### src/hdl/led_ring_clock_frame_render_top_defines.svh
// Assertion macros for the clock-ring frame renderer.
// Used by the top level only; expects clk and rst in scope.
`ifndef LED_RING_CLOCK_FRAME_RENDER_TOP_DEFINES_SVH
`define LED_RING_CLOCK_FRAME_RENDER_TOP_DEFINES_SVH

`ifndef SYNTHESIS
`define LRCFR_ASSERT_IMPLY(label, ante, cons, msg) \
  label: assert property (@(posedge clk) disable iff (rst) (ante) |-> (cons)) \
    else $error(msg);
`define LRCFR_ASSERT_NEXT(label, ante, cons, msg) \
  label: assert property (@(posedge clk) disable iff (rst) (ante) |=> (cons)) \
    else $error(msg);
`else
`define LRCFR_ASSERT_IMPLY(label, ante, cons, msg)
`define LRCFR_ASSERT_NEXT(label, ante, cons, msg)
`endif

`endif

### src/hdl/lrcfr_pkg.sv
// Types, constants and the fade table shared by the clock-ring frame renderer.
// No dependencies.
package lrcfr_pkg;

  localparam int RING            = 60;
  localparam int ROTATE          = 30;
  localparam int MARK_STEP       = 5;
  localparam int LOG_TABLE_DEPTH = 255;
  localparam int NUM_TAPS        = 6;
  localparam int QUEUE_DEPTH     = 2;
  localparam int QPTR_W          = $clog2(QUEUE_DEPTH);
  localparam int CFG_DATA_W      = 8;

  localparam logic [5:0] LAST_PIXEL = 6'(RING - 1);
  localparam logic [9:0] MS_MAX     = 10'd999;

  localparam logic [5:0] TAIL_NEAR_LIN = 6'd25;
  localparam logic [5:0] TAIL_FAR_LIN  = 6'd35;
  localparam logic [5:0] TAIL_NEAR_LOG = 6'd28;
  localparam logic [5:0] TAIL_FAR_LOG  = 6'd32;

  typedef enum logic [2:0] {
    REG_COLOR_SCHEME,
    REG_SECONDS_SCHEME,
    REG_BACKLIGHT_RED,
    REG_BACKLIGHT_GREEN,
    REG_BACKLIGHT_BLUE,
    REG_MARK_RED,
    REG_MARK_GREEN,
    REG_MARK_BLUE
  } reg_index_t;

  localparam logic [1:0] COL_HOUR_MINUTE = 2'd0;
  localparam logic [1:0] COL_BAR         = 2'd1;

  localparam logic [2:0] SEC_LINEAR       = 3'd0;
  localparam logic [2:0] SEC_LOG          = 3'd1;
  localparam logic [2:0] SEC_LINEAR_TAILS = 3'd2;
  localparam logic [2:0] SEC_LOG_TAILS    = 3'd3;

  typedef struct packed {
    logic [15:0] half_day_second;
    logic [9:0]  millisecond;
  } sample_t;

  typedef struct packed {
    logic [5:0] pixel_index;
    logic [7:0] red;
    logic [7:0] green;
    logic [7:0] blue;
    logic       last_pixel;
  } pixel_t;

  typedef struct packed {
    logic [1:0] color_scheme;
    logic [2:0] seconds_scheme;
    logic [7:0] backlight_red;
    logic [7:0] backlight_green;
    logic [7:0] backlight_blue;
    logic [7:0] mark_red;
    logic [7:0] mark_green;
    logic [7:0] mark_blue;
  } cfg_t;

  localparam cfg_t CFG_RESET = '{
    color_scheme:    2'd1,
    seconds_scheme:  3'd0,
    backlight_red:   8'd2,
    backlight_green: 8'd2,
    backlight_blue:  8'd2,
    mark_red:        8'd25,
    mark_green:      8'd25,
    mark_blue:       8'd25
  };

  // Everything the back end needs to paint one frame
  typedef struct packed {
    logic [5:0]                hr;
    logic [5:0]                hr1;
    logic [5:0]                hrm;
    logic [5:0]                mn;
    logic [5:0]                mn1;
    logic [6:0]                bar_lo;
    logic [6:0]                bar_hi;
    logic [6:0]                g_mn;
    logic [6:0]                g_mn1;
    logic [NUM_TAPS-1:0][5:0]  tap_pos;
    logic [NUM_TAPS-1:0][7:0]  tap_amt;
  } frame_t;

  typedef struct packed {
    logic full;
    logic empty;
  } q_status_t;

  localparam logic [7:0] LOG_ROM [256] = '{
    8'd0, 8'd0, 8'd0, 8'd0, 8'd0, 8'd0, 8'd0, 8'd0, 8'd0, 8'd0,
    8'd0, 8'd0, 8'd0, 8'd0, 8'd0, 8'd0, 8'd0, 8'd0, 8'd0, 8'd0,
    8'd1, 8'd1, 8'd1, 8'd1, 8'd1, 8'd1, 8'd1, 8'd1, 8'd1, 8'd1, 8'd1, 8'd1,
    8'd1, 8'd1, 8'd1, 8'd1, 8'd1, 8'd1, 8'd1, 8'd1, 8'd1, 8'd1, 8'd1, 8'd1,
    8'd2, 8'd2, 8'd2, 8'd2, 8'd2, 8'd2, 8'd2, 8'd2, 8'd2, 8'd2, 8'd2, 8'd2,
    8'd2, 8'd2, 8'd2,
    8'd3, 8'd3, 8'd3, 8'd3, 8'd3, 8'd3, 8'd3, 8'd3, 8'd3, 8'd3, 8'd3, 8'd3,
    8'd4, 8'd4, 8'd4, 8'd4, 8'd4, 8'd4, 8'd4, 8'd4, 8'd4,
    8'd5, 8'd5, 8'd5, 8'd5, 8'd5, 8'd5, 8'd5, 8'd5,
    8'd6, 8'd6, 8'd6, 8'd6, 8'd6, 8'd6,
    8'd7, 8'd7, 8'd7, 8'd7, 8'd7, 8'd7,
    8'd8, 8'd8, 8'd8, 8'd8, 8'd8,
    8'd9, 8'd9, 8'd9, 8'd9, 8'd9,
    8'd10, 8'd10, 8'd10, 8'd10,
    8'd11, 8'd11, 8'd11, 8'd11,
    8'd12, 8'd12, 8'd12, 8'd13, 8'd13, 8'd13, 8'd14, 8'd14, 8'd14,
    8'd15, 8'd15, 8'd15, 8'd16, 8'd16, 8'd16, 8'd17, 8'd17, 8'd17,
    8'd18, 8'd18, 8'd19, 8'd19, 8'd20, 8'd20, 8'd20, 8'd21, 8'd21,
    8'd22, 8'd22, 8'd23, 8'd23,
    8'd24, 8'd25, 8'd25, 8'd26, 8'd26, 8'd27, 8'd28, 8'd28, 8'd29, 8'd29,
    8'd30, 8'd31, 8'd32, 8'd32, 8'd33, 8'd34, 8'd34,
    8'd35, 8'd36, 8'd37, 8'd38, 8'd39, 8'd39, 8'd40, 8'd41, 8'd42, 8'd43,
    8'd44, 8'd45, 8'd46, 8'd47, 8'd48, 8'd49,
    8'd50, 8'd51, 8'd53, 8'd54, 8'd55, 8'd56, 8'd57, 8'd59, 8'd60, 8'd61,
    8'd63, 8'd64, 8'd66, 8'd67, 8'd69, 8'd70,
    8'd72, 8'd73, 8'd75, 8'd77, 8'd78, 8'd80, 8'd82, 8'd84, 8'd86, 8'd87,
    8'd89, 8'd91, 8'd93, 8'd96, 8'd98, 8'd100,
    8'd102, 8'd104, 8'd107, 8'd109, 8'd111, 8'd114, 8'd116, 8'd119,
    8'd122, 8'd124, 8'd127, 8'd130, 8'd133, 8'd136,
    8'd139, 8'd142, 8'd145, 8'd148, 8'd151, 8'd155, 8'd158, 8'd162,
    8'd165, 8'd169, 8'd173, 8'd177, 8'd180, 8'd184,
    8'd188, 8'd193, 8'd197, 8'd201, 8'd206, 8'd210, 8'd215, 8'd220,
    8'd225, 8'd229, 8'd235, 8'd240, 8'd245, 8'd250
  };

  // Indices at or past LOG_TABLE_DEPTH read entry LOG_TABLE_DEPTH - 1
  function automatic logic [7:0] log_level(input logic [7:0] idx);
    logic [7:0] a;
    a = (int'(idx) >= LOG_TABLE_DEPTH) ? 8'(LOG_TABLE_DEPTH - 1) : idx;
    return LOG_ROM[a];
  endfunction

endpackage

### src/hdl/lrcfr_front.sv
// Front end: takes a time sample, splits it into ring positions and fade levels
// in its divide, split and place states and pushes a frame descriptor. Depends on lrcfr_pkg.
module lrcfr_front (
  input  logic                  clk,
  input  logic                  rst,
  input  logic                  start,
  input  lrcfr_pkg::sample_t    sample,
  input  logic [2:0]            seconds_scheme,
  input  lrcfr_pkg::q_status_t  q_status,
  output logic                  busy,
  output logic                  push,
  output lrcfr_pkg::frame_t     frame
);
  import lrcfr_pkg::*;

  // Reciprocals, each exact over the range it is applied to
  localparam logic [32:0] RECIP_60_T  = 33'd69906;  // t / 60, shift 22
  localparam logic [19:0] RECIP_5_MS  = 20'd820;    // ms / 5 shift 12, ms / 10 shift 13
  localparam logic [19:0] RECIP_50_MS = 20'd656;    // ms / 50 shift 15, ms / 100 shift 16
  localparam logic [21:0] RECIP_60_Q  = 22'd1093;   // q / 60, shift 16
  localparam logic [23:0] RECIP_12_Q  = 24'd5462;   // q / 12, shift 16

  typedef enum logic [2:0] {F_IDLE, F_DIV, F_SPLIT, F_PLACE, F_PUSH} state_t;

  state_t      state;
  logic [15:0] t_r;
  logic [9:0]  ms_r;
  logic [10:0] q1;
  logic [7:0]  ms5;
  logic [6:0]  ms10;
  logic [4:0]  ms50;
  logic [3:0]  ms100;
  logic [5:0]  sec;
  logic [5:0]  q2;
  logic [6:0]  q3;
  logic [5:0]  mn;
  logic [5:0]  hr;
  logic [NUM_TAPS-1:0][5:0] tap_pos;
  logic [NUM_TAPS-1:0][7:0] tap_amt;

  logic [32:0] prod_t;
  logic [19:0] prod_ms5;
  logic [19:0] prod_ms50;
  logic [21:0] prod_q2;
  logic [23:0] prod_q3;
  logic [5:0]  sec_next;
  logic [5:0]  mn_next;
  logic [5:0]  hr_next;
  logic [5:0]  sec1;
  logic [7:0]  ms4;
  logic [NUM_TAPS-1:0][5:0] tap_pos_next;
  logic [NUM_TAPS-1:0][7:0] tap_amt_next;

  function automatic logic [5:0] ring_add(input logic [5:0] a, input logic [5:0] off);
    logic [6:0] sum;
    sum = 7'(a) + 7'(off);
    return (sum >= 7'(RING)) ? 6'(sum - 7'(RING)) : 6'(sum);
  endfunction

  assign prod_t    = 33'(t_r) * RECIP_60_T;
  assign prod_ms5  = 20'(ms_r) * RECIP_5_MS;
  assign prod_ms50 = 20'(ms_r) * RECIP_50_MS;
  assign prod_q2   = 22'(q1) * RECIP_60_Q;
  assign prod_q3   = 24'(q1) * RECIP_12_Q;
  assign sec_next  = 6'(t_r - 16'(q1) * 16'(RING));
  assign mn_next   = 6'(q1 - 11'(q2) * 11'(RING));
  assign hr_next   = (q3 >= 7'(RING)) ? 6'(q3 - 7'(RING)) : 6'(q3);
  assign sec1      = (sec == LAST_PIXEL) ? 6'd0 : sec + 6'd1;
  assign ms4       = ms_r[9:2];

  // Place the blue fade taps; unused taps carry nothing
  always_comb begin
    for (int i = 0; i < NUM_TAPS; i++) begin
      tap_pos_next[i] = sec;
      tap_amt_next[i] = '0;
    end
    tap_pos_next[1] = sec1;
    case (seconds_scheme)
      SEC_LINEAR: begin
        tap_amt_next[0] = 8'd100 - 8'(ms10);
        tap_amt_next[1] = 8'(ms10);
      end
      SEC_LOG: begin
        tap_amt_next[0] = log_level(8'd250 - ms4);
        tap_amt_next[1] = log_level(ms4);
      end
      SEC_LINEAR_TAILS: begin
        tap_amt_next[0] = 8'd200 - ms5;
        tap_amt_next[1] = ms5;
        tap_pos_next[2] = ring_add(sec, TAIL_NEAR_LIN);
        tap_amt_next[2] = 8'd10 - 8'(ms100);
        tap_pos_next[3] = ring_add(sec1, TAIL_NEAR_LIN);
        tap_amt_next[3] = 8'(ms100);
        tap_pos_next[4] = ring_add(sec, TAIL_FAR_LIN);
        tap_amt_next[4] = 8'd20 - 8'(ms50);
        tap_pos_next[5] = ring_add(sec1, TAIL_FAR_LIN);
        tap_amt_next[5] = 8'(ms50);
      end
      SEC_LOG_TAILS: begin
        tap_amt_next[0] = log_level(8'd200 - ms5);
        tap_amt_next[1] = log_level(ms5);
        tap_pos_next[2] = ring_add(sec, TAIL_NEAR_LOG);
        tap_amt_next[2] = 8'd10 - 8'(ms100);
        tap_pos_next[3] = ring_add(sec1, TAIL_NEAR_LOG);
        tap_amt_next[3] = 8'(ms100);
        tap_pos_next[4] = ring_add(sec, TAIL_FAR_LOG);
        tap_amt_next[4] = 8'd20 - 8'(ms50);
        tap_pos_next[5] = ring_add(sec1, TAIL_FAR_LOG);
        tap_amt_next[5] = 8'(ms50);
      end
      default: ;
    endcase
  end

  always_ff @(posedge clk) begin
    if (rst) begin
      state <= F_IDLE;
    end else begin
      case (state)
        F_IDLE: begin
          if (start) begin
            t_r   <= sample.half_day_second;
            ms_r  <= (sample.millisecond > MS_MAX) ? MS_MAX : sample.millisecond;
            state <= F_DIV;
          end
        end
        F_DIV: begin
          q1    <= prod_t[32:22];
          ms5   <= prod_ms5[19:12];
          ms10  <= prod_ms5[19:13];
          ms50  <= prod_ms50[19:15];
          ms100 <= prod_ms50[19:16];
          state <= F_SPLIT;
        end
        F_SPLIT: begin
          sec   <= sec_next;
          q2    <= prod_q2[21:16];
          q3    <= prod_q3[22:16];
          state <= F_PLACE;
        end
        F_PLACE: begin
          mn      <= mn_next;
          hr      <= hr_next;
          tap_pos <= tap_pos_next;
          tap_amt <= tap_amt_next;
          state   <= F_PUSH;
        end
        F_PUSH: begin
          // hold the descriptor until the queue has room
          if (!q_status.full) begin
            state <= F_IDLE;
          end
        end
        default: state <= F_IDLE;
      endcase
    end
  end

  assign busy = (state != F_IDLE);
  assign push = (state == F_PUSH) && !q_status.full;

  always_comb begin
    frame.hr      = hr;
    frame.hr1     = (hr == LAST_PIXEL) ? 6'd0 : hr + 6'd1;
    frame.hrm     = (hr == 6'd0) ? LAST_PIXEL : hr - 6'd1;
    frame.mn      = mn;
    frame.mn1     = (mn == LAST_PIXEL) ? 6'd0 : mn + 6'd1;
    frame.bar_lo  = 7'd60 - {1'b0, mn[5:1], 1'b0};
    frame.bar_hi  = 7'd60 + {1'b0, mn[5:1], 1'b0};
    frame.g_mn    = 7'd120 - {sec, 1'b0};
    frame.g_mn1   = {sec, 1'b0};
    frame.tap_pos = tap_pos;
    frame.tap_amt = tap_amt;
  end

endmodule

### src/hdl/lrcfr_queue.sv
// Two-entry descriptor queue between front and back end.
// Depends on lrcfr_pkg.
module lrcfr_queue (
  input  logic                  clk,
  input  logic                  rst,
  input  logic                  push,
  input  lrcfr_pkg::frame_t     wr_frame,
  input  logic                  pop,
  output lrcfr_pkg::frame_t     rd_frame,
  output lrcfr_pkg::q_status_t  status
);
  import lrcfr_pkg::*;

  frame_t            entries [QUEUE_DEPTH];
  logic [QPTR_W-1:0] wr_ptr;
  logic [QPTR_W-1:0] rd_ptr;
  logic [QPTR_W:0]   count;

  always_ff @(posedge clk) begin
    if (rst) begin
      wr_ptr <= '0;
      rd_ptr <= '0;
      count  <= '0;
    end else begin
      if (push) begin
        wr_ptr <= wr_ptr + QPTR_W'(1);
      end
      if (pop) begin
        rd_ptr <= rd_ptr + QPTR_W'(1);
      end
      count <= count + (QPTR_W + 1)'(push) - (QPTR_W + 1)'(pop);
    end
  end

  always_ff @(posedge clk) begin
    if (push) begin
      entries[wr_ptr] <= wr_frame;
    end
  end

  assign rd_frame     = entries[rd_ptr];
  assign status.full  = (count == (QPTR_W + 1)'(QUEUE_DEPTH));
  assign status.empty = (count == '0);

endmodule

### src/hdl/lrcfr_back.sv
// Back end: paints one pixel a cycle from the head descriptor, rotated by half
// a ring, and drives the registered result. Depends on lrcfr_pkg.
module lrcfr_back (
  input  logic                  clk,
  input  logic                  rst,
  input  lrcfr_pkg::cfg_t       cfg,
  input  lrcfr_pkg::q_status_t  q_status,
  input  lrcfr_pkg::frame_t     rd_frame,
  output logic                  pop,
  output logic                  strobe,
  output lrcfr_pkg::pixel_t     pixel
);
  import lrcfr_pkg::*;

  logic       active;
  frame_t     frame;
  logic [5:0] p_cnt;
  logic [5:0] src;
  logic [2:0] phase;

  logic       mark;
  logic [7:0] blue_add;
  logic [9:0] r;
  logic [9:0] g;
  logic [9:0] b;

  function automatic logic [7:0] sat8(input logic [9:0] v);
    return (v > 10'd255) ? 8'hFF : v[7:0];
  endfunction

  assign pop = !q_status.empty && (!active || (p_cnt == LAST_PIXEL));

  always_comb begin
    mark = (phase == 3'd0);
    r = 10'(cfg.backlight_red)   + (mark ? 10'(cfg.mark_red)   : 10'd0);
    g = 10'(cfg.backlight_green) + (mark ? 10'(cfg.mark_green) : 10'd0);
    b = 10'(cfg.backlight_blue)  + (mark ? 10'(cfg.mark_blue)  : 10'd0);

    // live taps sit on distinct positions, so at most one matches
    blue_add = '0;
    for (int i = 0; i < NUM_TAPS; i++) begin
      if (src == frame.tap_pos[i]) begin
        blue_add = blue_add | frame.tap_amt[i];
      end
    end
    b = b + 10'(blue_add);

    case (cfg.color_scheme)
      COL_HOUR_MINUTE: begin
        if (src == frame.hr) begin
          g = g + 10'd128;
        end
        if (src == frame.mn) begin
          r = r + 10'd128;
        end
      end
      COL_BAR: begin
        // the hour bar replaces red outright
        if (src == frame.hrm) begin
          r = 10'(frame.bar_lo);
        end else if (src == frame.hr) begin
          r = 10'd120;
        end else if (src == frame.hr1) begin
          r = 10'(frame.bar_hi);
        end
        if (src == frame.mn) begin
          g = g + 10'(frame.g_mn);
        end else if (src == frame.mn1) begin
          g = g + 10'(frame.g_mn1);
        end
      end
      default: ;
    endcase
  end

  always_ff @(posedge clk) begin
    if (rst) begin
      active <= 1'b0;
      strobe <= 1'b0;
    end else begin
      strobe <= active;
      if (active) begin
        pixel.pixel_index <= p_cnt;
        pixel.red         <= sat8(r);
        pixel.green       <= sat8(g);
        pixel.blue        <= sat8(b);
        pixel.last_pixel  <= (p_cnt == LAST_PIXEL);
      end
      if (pop) begin
        active <= 1'b1;
        frame  <= rd_frame;
        p_cnt  <= '0;
        src    <= 6'(ROTATE);
        phase  <= 3'(ROTATE % MARK_STEP);
      end else if (active) begin
        if (p_cnt == LAST_PIXEL) begin
          active <= 1'b0;
        end else begin
          p_cnt <= p_cnt + 6'd1;
          src   <= (src == LAST_PIXEL) ? 6'd0 : src + 6'd1;
          phase <= (phase == 3'(MARK_STEP - 1)) ? 3'd0 : phase + 3'd1;
        end
      end
    end
  end

endmodule

### src/hdl/led_ring_clock_frame_render_top.sv
// Clock-ring frame renderer: one time sample in, sixty RGB pixels out, one per
// cycle. A sample is taken when start is high and busy is low. The front end
// splits the sample into ring positions and fade levels in its divide, split
// and place states, then hands a descriptor to a two-frame queue; the back end
// paints one pixel per cycle from the head descriptor. The output pixel counter
// sets the sustained sample rate, and the front end can take a new sample while
// the back end still paints the last frame. busy is high while the front end
// works on a sample and stays high while a finished descriptor waits for room
// in a full queue. Pixels come with strobe and must be taken in the cycle they
// are shown.
// Depends on lrcfr_pkg, lrcfr_front, lrcfr_queue, lrcfr_back and the defines.
`include "led_ring_clock_frame_render_top_defines.svh"

module led_ring_clock_frame_render_top (
  input  logic                clk,
  input  logic                rst,
  input  logic                start,
  input  lrcfr_pkg::sample_t  sample,
  output logic                busy,
  output logic                strobe,
  output lrcfr_pkg::pixel_t   pixel,
  input  logic                cfg_we,
  input  logic [2:0]          cfg_index,
  input  logic [lrcfr_pkg::CFG_DATA_W-1:0] cfg_data
);
  import lrcfr_pkg::*;

  cfg_t      cfg;
  logic      push;
  logic      pop;
  frame_t    wr_frame;
  frame_t    rd_frame;
  q_status_t q_status;

  logic       px_last;
  logic       mid_frame;
  logic [5:0] px_index;
  logic [5:0] px_next;

  always_ff @(posedge clk) begin
    if (rst) begin
      cfg <= CFG_RESET;
    end else if (cfg_we) begin
      case (reg_index_t'(cfg_index))
        REG_COLOR_SCHEME:    cfg.color_scheme    <= cfg_data[1:0];
        REG_SECONDS_SCHEME:  cfg.seconds_scheme  <= cfg_data[2:0];
        REG_BACKLIGHT_RED:   cfg.backlight_red   <= cfg_data;
        REG_BACKLIGHT_GREEN: cfg.backlight_green <= cfg_data;
        REG_BACKLIGHT_BLUE:  cfg.backlight_blue  <= cfg_data;
        REG_MARK_RED:        cfg.mark_red        <= cfg_data;
        REG_MARK_GREEN:      cfg.mark_green      <= cfg_data;
        REG_MARK_BLUE:       cfg.mark_blue       <= cfg_data;
        default: ;
      endcase
    end
  end

  lrcfr_front u_front (
    .clk            (clk),
    .rst            (rst),
    .start          (start),
    .sample         (sample),
    .seconds_scheme (cfg.seconds_scheme),
    .q_status       (q_status),
    .busy           (busy),
    .push           (push),
    .frame          (wr_frame)
  );

  lrcfr_queue u_queue (
    .clk      (clk),
    .rst      (rst),
    .push     (push),
    .wr_frame (wr_frame),
    .pop      (pop),
    .rd_frame (rd_frame),
    .status   (q_status)
  );

  lrcfr_back u_back (
    .clk      (clk),
    .rst      (rst),
    .cfg      (cfg),
    .q_status (q_status),
    .rd_frame (rd_frame),
    .pop      (pop),
    .strobe   (strobe),
    .pixel    (pixel)
  );

  assign px_last   = strobe && pixel.last_pixel;
  assign mid_frame = strobe && !pixel.last_pixel;
  assign px_index  = pixel.pixel_index;
  assign px_next   = pixel.pixel_index + 6'd1;

  `LRCFR_ASSERT_IMPLY(a_last_at_end, px_last, px_index == LAST_PIXEL, "last flag misplaced")
  `LRCFR_ASSERT_NEXT(a_frame_unbroken, mid_frame, strobe && px_index == $past(px_next), "frame torn")
  `LRCFR_ASSERT_IMPLY(a_frame_opens_at_zero, $rose(strobe), px_index == 6'd0, "opens off zero")
  `LRCFR_ASSERT_IMPLY(a_no_push_when_full, push, !q_status.full, "push into a full queue")

endmodule
### config.mk
export PLATFORM = sky130hd
export DESIGN_NAME = led_ring_clock_frame_render_top
export DESIGN_NICKNAME = d
export VERILOG_FILES = /design/src/hdl/lrcfr_pkg.sv /design/src/hdl/lrcfr_front.sv /design/src/hdl/lrcfr_queue.sv /design/src/hdl/lrcfr_back.sv /design/src/hdl/led_ring_clock_frame_render_top.sv
export VERILOG_INCLUDE_DIRS = /design/src /design/src/hdl
export SDC_FILE = /design/constraint.sdc
export NUM_CORES = 2
export LEC_CHECK = 0
export BUFFER_PORTS_ARGS = -buffer_cell sky130_fd_sc_hd__buf_2
export CAP_MARGIN = 20
export CORE_UTILIZATION = 45
export DETAILED_ROUTE_END_ITERATION = 7
export GPL_TIMING_DRIVEN = 0
export PLACE_DENSITY = 0.66
export SLEW_MARGIN = 20
export SYNTH_ARGS = -nofsm -noshare
export SYNTH_HDL_FRONTEND = slang
export SYNTH_SLANG_ARGS = --single-unit
### constraint.sdc
create_clock -name clk -period 11.5 [get_ports clk]
set_input_delay 1.725 -clock clk [delete_from_list [all_inputs] [get_ports clk]]
set_output_delay 1.725 -clock clk [all_outputs]
set_load 0.1 [all_outputs]
# == After elaboration in Yosys (flattened, before gate mapping) ==
# Memory sizes are Yosys's and may differ from the RTL's. A register that Yosys moved wholly into a read port is not among the register bits.
# Cells that the tools add are included.
# op_classes
n_addsub,46
mul,7
div,0
n_lt_le_gt_ge,21
n_eq_ne,36
n_shift,0
n_mux,61
bitwise,10
n_reduce_logical,32
# ops
operator,count
$mux W8,21
$mux W6,18
$mux W10,7
$eq A6 B6 Y1,11
$pmux W16 S4,1
$ge A7 B6 Y1 const B,9
$sub A6 B6 Y6 const B,9
$pmux W24 S2,1
$or A8 B8 Y8,5
$pmux W10 S2,2
$ge A9 B9 Y1 const B,4
$not A8 Y9,4
$ge A8 B8 Y1 const B,4
$mul A16 B16 Y32 const B,1
$add A6 B1 Y6 const B,5
$add A8 B10 Y10,3
$eq A6 B6 Y1 const B,5
$gt A10 B8 Y1 const B,3
$add A6 B5 Y7 const B,4
$add A6 B6 Y7 const B,4
$reduce_and A2 Y1,14
$mul A11 B11 Y22 const B,1
$mul A11 B12 Y22 const B,1
$add A10 B7 Y10,2
other kinds (40),74
# totals
ff_bits,291
latch_bits,0
ramBits,282
mem_bits_ro,8192
input_bits,41
out_inout_bits,33
wordCells,267
mem_count,5
# mem_list
name,words,width,read_ports,rd_clocked_by_memory_dff,wr,line,text
(name not given),256,8,1,0,0,lrcfr_pkg.sv:136,return LOG_ROM[a];
(name not given),256,8,1,0,0,lrcfr_pkg.sv:136,
(name not given),256,8,1,0,0,lrcfr_pkg.sv:136,
(name not given),256,8,1,0,0,lrcfr_pkg.sv:136,
u_queue.entries,2,141,1,1,1,lrcfr_queue.sv:14,frame_t entries [QUEUE_DEPTH];

# == Logic depth before layout (Yosys ltp) ==
# logic_depth
word_depth,14
ltp_mapped,20
ltp_nobuf,18

# == By module ==
# Synthesis repeated with hierarchy kept, for this count alone.
# hier_totals
cells_unflattened,3974
hier_area_um2,44360.0
# by_module_without_submodules
mod,n_inst,cells_each,area_per_inst_um2,seq_area_each_um2
lrcfr_front,1,2608,21943.5,4354.2
lrcfr_queue,1,463,10786.6,8628.3
lrcfr_back,1,706,9489.1,5685.5
led_ring_clock_frame_render_top,1,197,2140.8,1061.0

# == Worst setup path after synthesis ==
# OpenSTA, ideal clock, no wires.
# synth_timing
path_type,input to register
from,in rst
to,reg u_front.tap_amt (netlist bit u_front.frame[0]) (enable)
setup_time_ns,0.604
arrival_time_ns,7.154
t_required_ns,10.896
setup_slack_ns,3.742
stages,2
path_buffers,1
cell_sequence,clkbuf_1 -> nor3_1
# synth_via
elab_chain_len,2
# synth_rtl
item,line,text
"start, declared",led_ring_clock_frame_render_top.sv:16,"input logic rst,"
$not A1 Y1 (no line),--,
$reduce_and A2 Y1 (no line),--,
"end signal, assigned",lrcfr_front.sv:145,tap_amt <= tap_amt_next;
"end, declared",lrcfr_front.sv:39,logic [NUM_TAPS-1:0][7:0] tap_amt;
# No other way between the ends.
# A chain may end at the register's enable or synchronous reset.

# == Final worst setup path ==
# layout_timing
from,reg u_front.ms_r[2]
to,reg u_front.ms10[6] (data pin)
# layout_via
elab_chain_len,1
# layout_rtl
item,line,text
"start, declared",lrcfr_front.sv:27,logic [9:0] ms_r;
"start signal, assigned",lrcfr_front.sv:123,ms_r <= (sample.millisecond > MS_MAX) ? MS_MAX : sample.millisecond;
$mul A10 B8 Y18,lrcfr_front.sv:61,assign prod_ms5 = 20'(ms_r) * RECIP_5_MS;
named net u_front.prod_ms5[19],lrcfr_front.sv:42,logic [19:0] prod_ms5;
"end signal, assigned",lrcfr_front.sv:130,ms10 <= prod_ms5[19:13];
"end, declared",lrcfr_front.sv:30,logic [6:0] ms10;
# The timed path passes the listed nets, and every way through them passes these cells.

==> metrics <==
pwr dens about 180 mW/mm2; CTS tree built; Mapped Nets 4,275; # IOs 74; crit-path max cell delay ~0.74 ns; crit path time final 6.53 ns; CTS max path bufs 3; EDFF count, synth 534; commonest non-fill, non-tap cells in the layout edfxtp_1, ha_1, inv_1, nand2_1, nor2_1; Starting Density a little under half; CP max stage cell ha_1; Sum Neg Setup Slack 0 ns; # rows ~110; Area Growth Syn to Fin 11.2%; library cells used by synthesis between 100 and 150; Layout Nets ~4,400; crit path launch type flip-flop; CP cell instances clkbuf_1, clkinv_1, ha_1, inv_1, fa_1, inv_1, fa_1, fa_1, ha_1, nand3_1, nand2_1, a41o_1, o31a_1, o21a_1, o21a_1, o41ai_1, xnor2_1; clk slew on worst S/H paths approximately 0.06 ns; DR iter-0 viols about 2,800; Routability Congestion 0.975; Pre-antenna DRT Iters 8; Die W 300 um; worst-path fanout max 13; NetSw around 2.8 mW; fin. max-slew vios 0; RSZ-0062 raised after global routing false; initial antenna violation count 0; total power between 7 and 8 mW; yosys warns 0; critical path's top delay family adder cells; die area between 0.09 and 0.1 mm2; Avg WL per Cell 21.1 um; CTS root buffer clkbuf_16; IO Port Bufs 70; fmax between 150 and 200 MHz; Crit path buffers/inverters 4; Worst slew margin between 20% and 30%; Yosys top cell area share between 40% and 50%; Synth Cell Area around 0.04 mm2; max-capacitance violation count 0; switch share between 30% and 40%; Total GRT Usage 23.6%; Hold Violations, Final 0; Comb power frac between 30% and 40%; post-DR vias/cell around 5.9; clk_lat worst skew 0.66 ns; Leakage between 15 and 20 nW; status finished clean; part of the power in registers a little over a third; critical path class flip-flop to flip-flop; Crit. End Element flip-flop; synthesized instance count approximately 3,700; WP data arrival ~7 ns; most common cell after layout, fill and taps aside edfxtp_1; post-CTS setup buffer count 0; Core ar. 0.0874 mm2; Synth area leader edfxtp_1; register area share after synthesis a little over two fifths; maximum number of pins on one net before global-route repair 52; Worst VDD drop between 0.0001 and 0.00015 V; global-route wire length before repair between 150,000 and 200,000 um; CTS sink cnt ~600; Hold-fix buffers, CTS 0; routed vias about 30,000; ys async rst share 0%; Clk pwr share a little over a quarter; #FFs+latches synth approximately 600; transition time of the tightest slew-check pin about 1.1 ns; final wirelength ~110,000 um; vias in the first global route roughly 29,000; internal power roughly 5.0 mW; H-tree levels 2; syn avg cell area 10.7 um2; share of cells above drive strength 1 a little over a tenth; Tcrit/Tclk final between 50% and 60%; DR DRC count 0; CTS resizes 0; most frequent cell on the critical path fa_1; Chip Height ~300 um; Setup-failing EPs final 0; Top FF cell, synth edfxtp_1; final setup skew roughly 0.045 ns; Overflow after GRT 0; type of the tightest min-delay check flip-flop to flip-flop; WP data required 11.86 ns; post-route ant nets 0; TritonCTS Buffers 61; DPL Wire Length between 80,000 and 90,000 um; top post-synthesis cells by area edfxtp_1, ha_1, fa_1, mux2_2, dfxtp_1
==> cells in the mapped netlist (33+ instances only) <==
cell type	n
edfxtp_1	534
ha_1	415
inv_1	274
nand2_1	273
nor2_1	243
a21oi_1	206
o21ai_0	174
clkbuf_1	140
xnor2_1	137
mux2_2	121
nor3_1	95
fa_1	93
nand3_1	70
dfxtp_1	62
xor2_1	62
and2_1	41
mux2i_1	40
o211ai_1	40
nand4_1	37
nand2b_1	35
a31oi_1	33
==> registers in the layout, summed over array words and instances (netlist names), 2 cells and up <==
| signal | count |
|---|---|
| cfg | 53 |
| u_back.phase | 3 |
| u_front.q1 | 11 |
| u_front.frame | 64 |
| u_front.q3 | 7 |
| u_front.mn | 6 |
| u_back.pixel | 31 |
| u_front.q2 | 4 |
| u_back.src | 6 |
| u_front.t_r | 16 |
| u_front.hr | 6 |
| u_back.p_cnt | 6 |
| u_front.ms10 | 7 |
| u_front.ms100 | 4 |
| u_queue.entries | 230 |
| u_front.state | 3 |
| u_front.ms_r | 10 |
| u_front.sec | 6 |
| u_back.frame | 115 |
| u_queue.count | 2 |
==> kinds of logic after synthesis <==
| group | after synthesis | share of synthesized area (%) |
|---|---|---|
| and+or+nand+nor | 922 | 10.9 |
| AOI/OAI and AO/OA | 840 | 14.1 |
| DFF | 596 | 43.2 |
| adders and majority gates | 509 | 17.7 |
| buffers and inverters | 489 | 4.76 |
| xor gates and xnor gates | 204 | 4.62 |
| muxes | 166 | 4.69 |
==> final timing paths <==
check                                       start                      to  slack, ns  cells after the start
worst min-delay path            u_front.frame[61]  u_queue.entries[1][54]       0.41                      0
worst min register to register  u_front.frame[61]  u_queue.entries[1][54]       0.41                      0
worst max-delay path              u_front.ms_r[2]         u_front.ms10[6]       4.97                     17
worst max register to register    u_front.ms_r[2]         u_front.ms10[6]       4.97                     17
==> power groups by stage <==
| stage | Clock (mW) | Sequential, mW | Combinational, mW |
|---|---|---|---|
| floorplan | 0 | 2.90 | 2.01 |
| detailed placement | 0 | 2.79 | 2.90 |
| CTS | 2.15 | 2.75 | 2.92 |
| finish | 2.11 | 2.75 | 2.93 |
| global route | 2.23 | 2.76 | 3.25 |
| global placement | 0 | 2.83 | 2.84 |
==> stage by stage <==
step / util [%] / worst slack (ns) / cells / cell area (um2) / hold WS, ns
global route: 50.8 / 4.74 / 5095 / 44500 / 0.413
CTS: 50.8 / 4.99 / 5095 / 44400 / 0.399
floorplan: - / 3.74 / 3726 / 40000 / 0.421
finish: 50.9 / 4.97 / 5097 / 44500 / 0.410
detailed placement: 48.4 / 5.03 / 4980 / 42300 / 0.429
global placement: 47.8 / 0.677 / 4951 / 41800 / 0.422
==> worst reg2reg max path: stages, from the launching register on <==
cell and delay (ns):
edfxtp_1 0.70, clkbuf_1 0.42, clkinv_1 0.61, ha_1 0.74
inv_1 0.29, fa_1 0.60, inv_1 0.06, fa_1 0.51
fa_1 0.49, ha_1 0.34, nand3_1 0.10, nand2_1 0.05
a41o_1 0.24, o31a_1 0.28, o21a_1 0.20, o21a_1 0.21
o41ai_1 0.32, xnor2_1 0.12
==> layer usage <==
| layer | share of wire (%) | track usage [%] | wire [um] | vias to the layer above |
|---|---|---|---|---|
| li1 | - | - | - | 14028 |
| met2 | 46 | 38.4 | 49700 | 1220 |
| met1 | 44 | 32.5 | 47200 | 14447 |
| met3 | 6.9 | 3.34 | 7430 | 249 |
| met4 | 3.1 | 7.58 | 3330 | 0 |
| met5 | 0 | 0 | 0 | - |
==> area by class of cell <==
class | count | area (um2)
fillers | 7759 | 43000
multi-input cells | 2641 | 20800
flip-flops and latches | 596 | 17300
clock buffers | 77 | 1630
well taps | 1155 | 1450
inverters | 286 | 1080
plain buffers | 203 | 828
repair buffers | 99 | 816
clock inverters | 38 | 539
diodes | 2 | 5.00
Note: power is estimated with default switching activity, not from simulation.
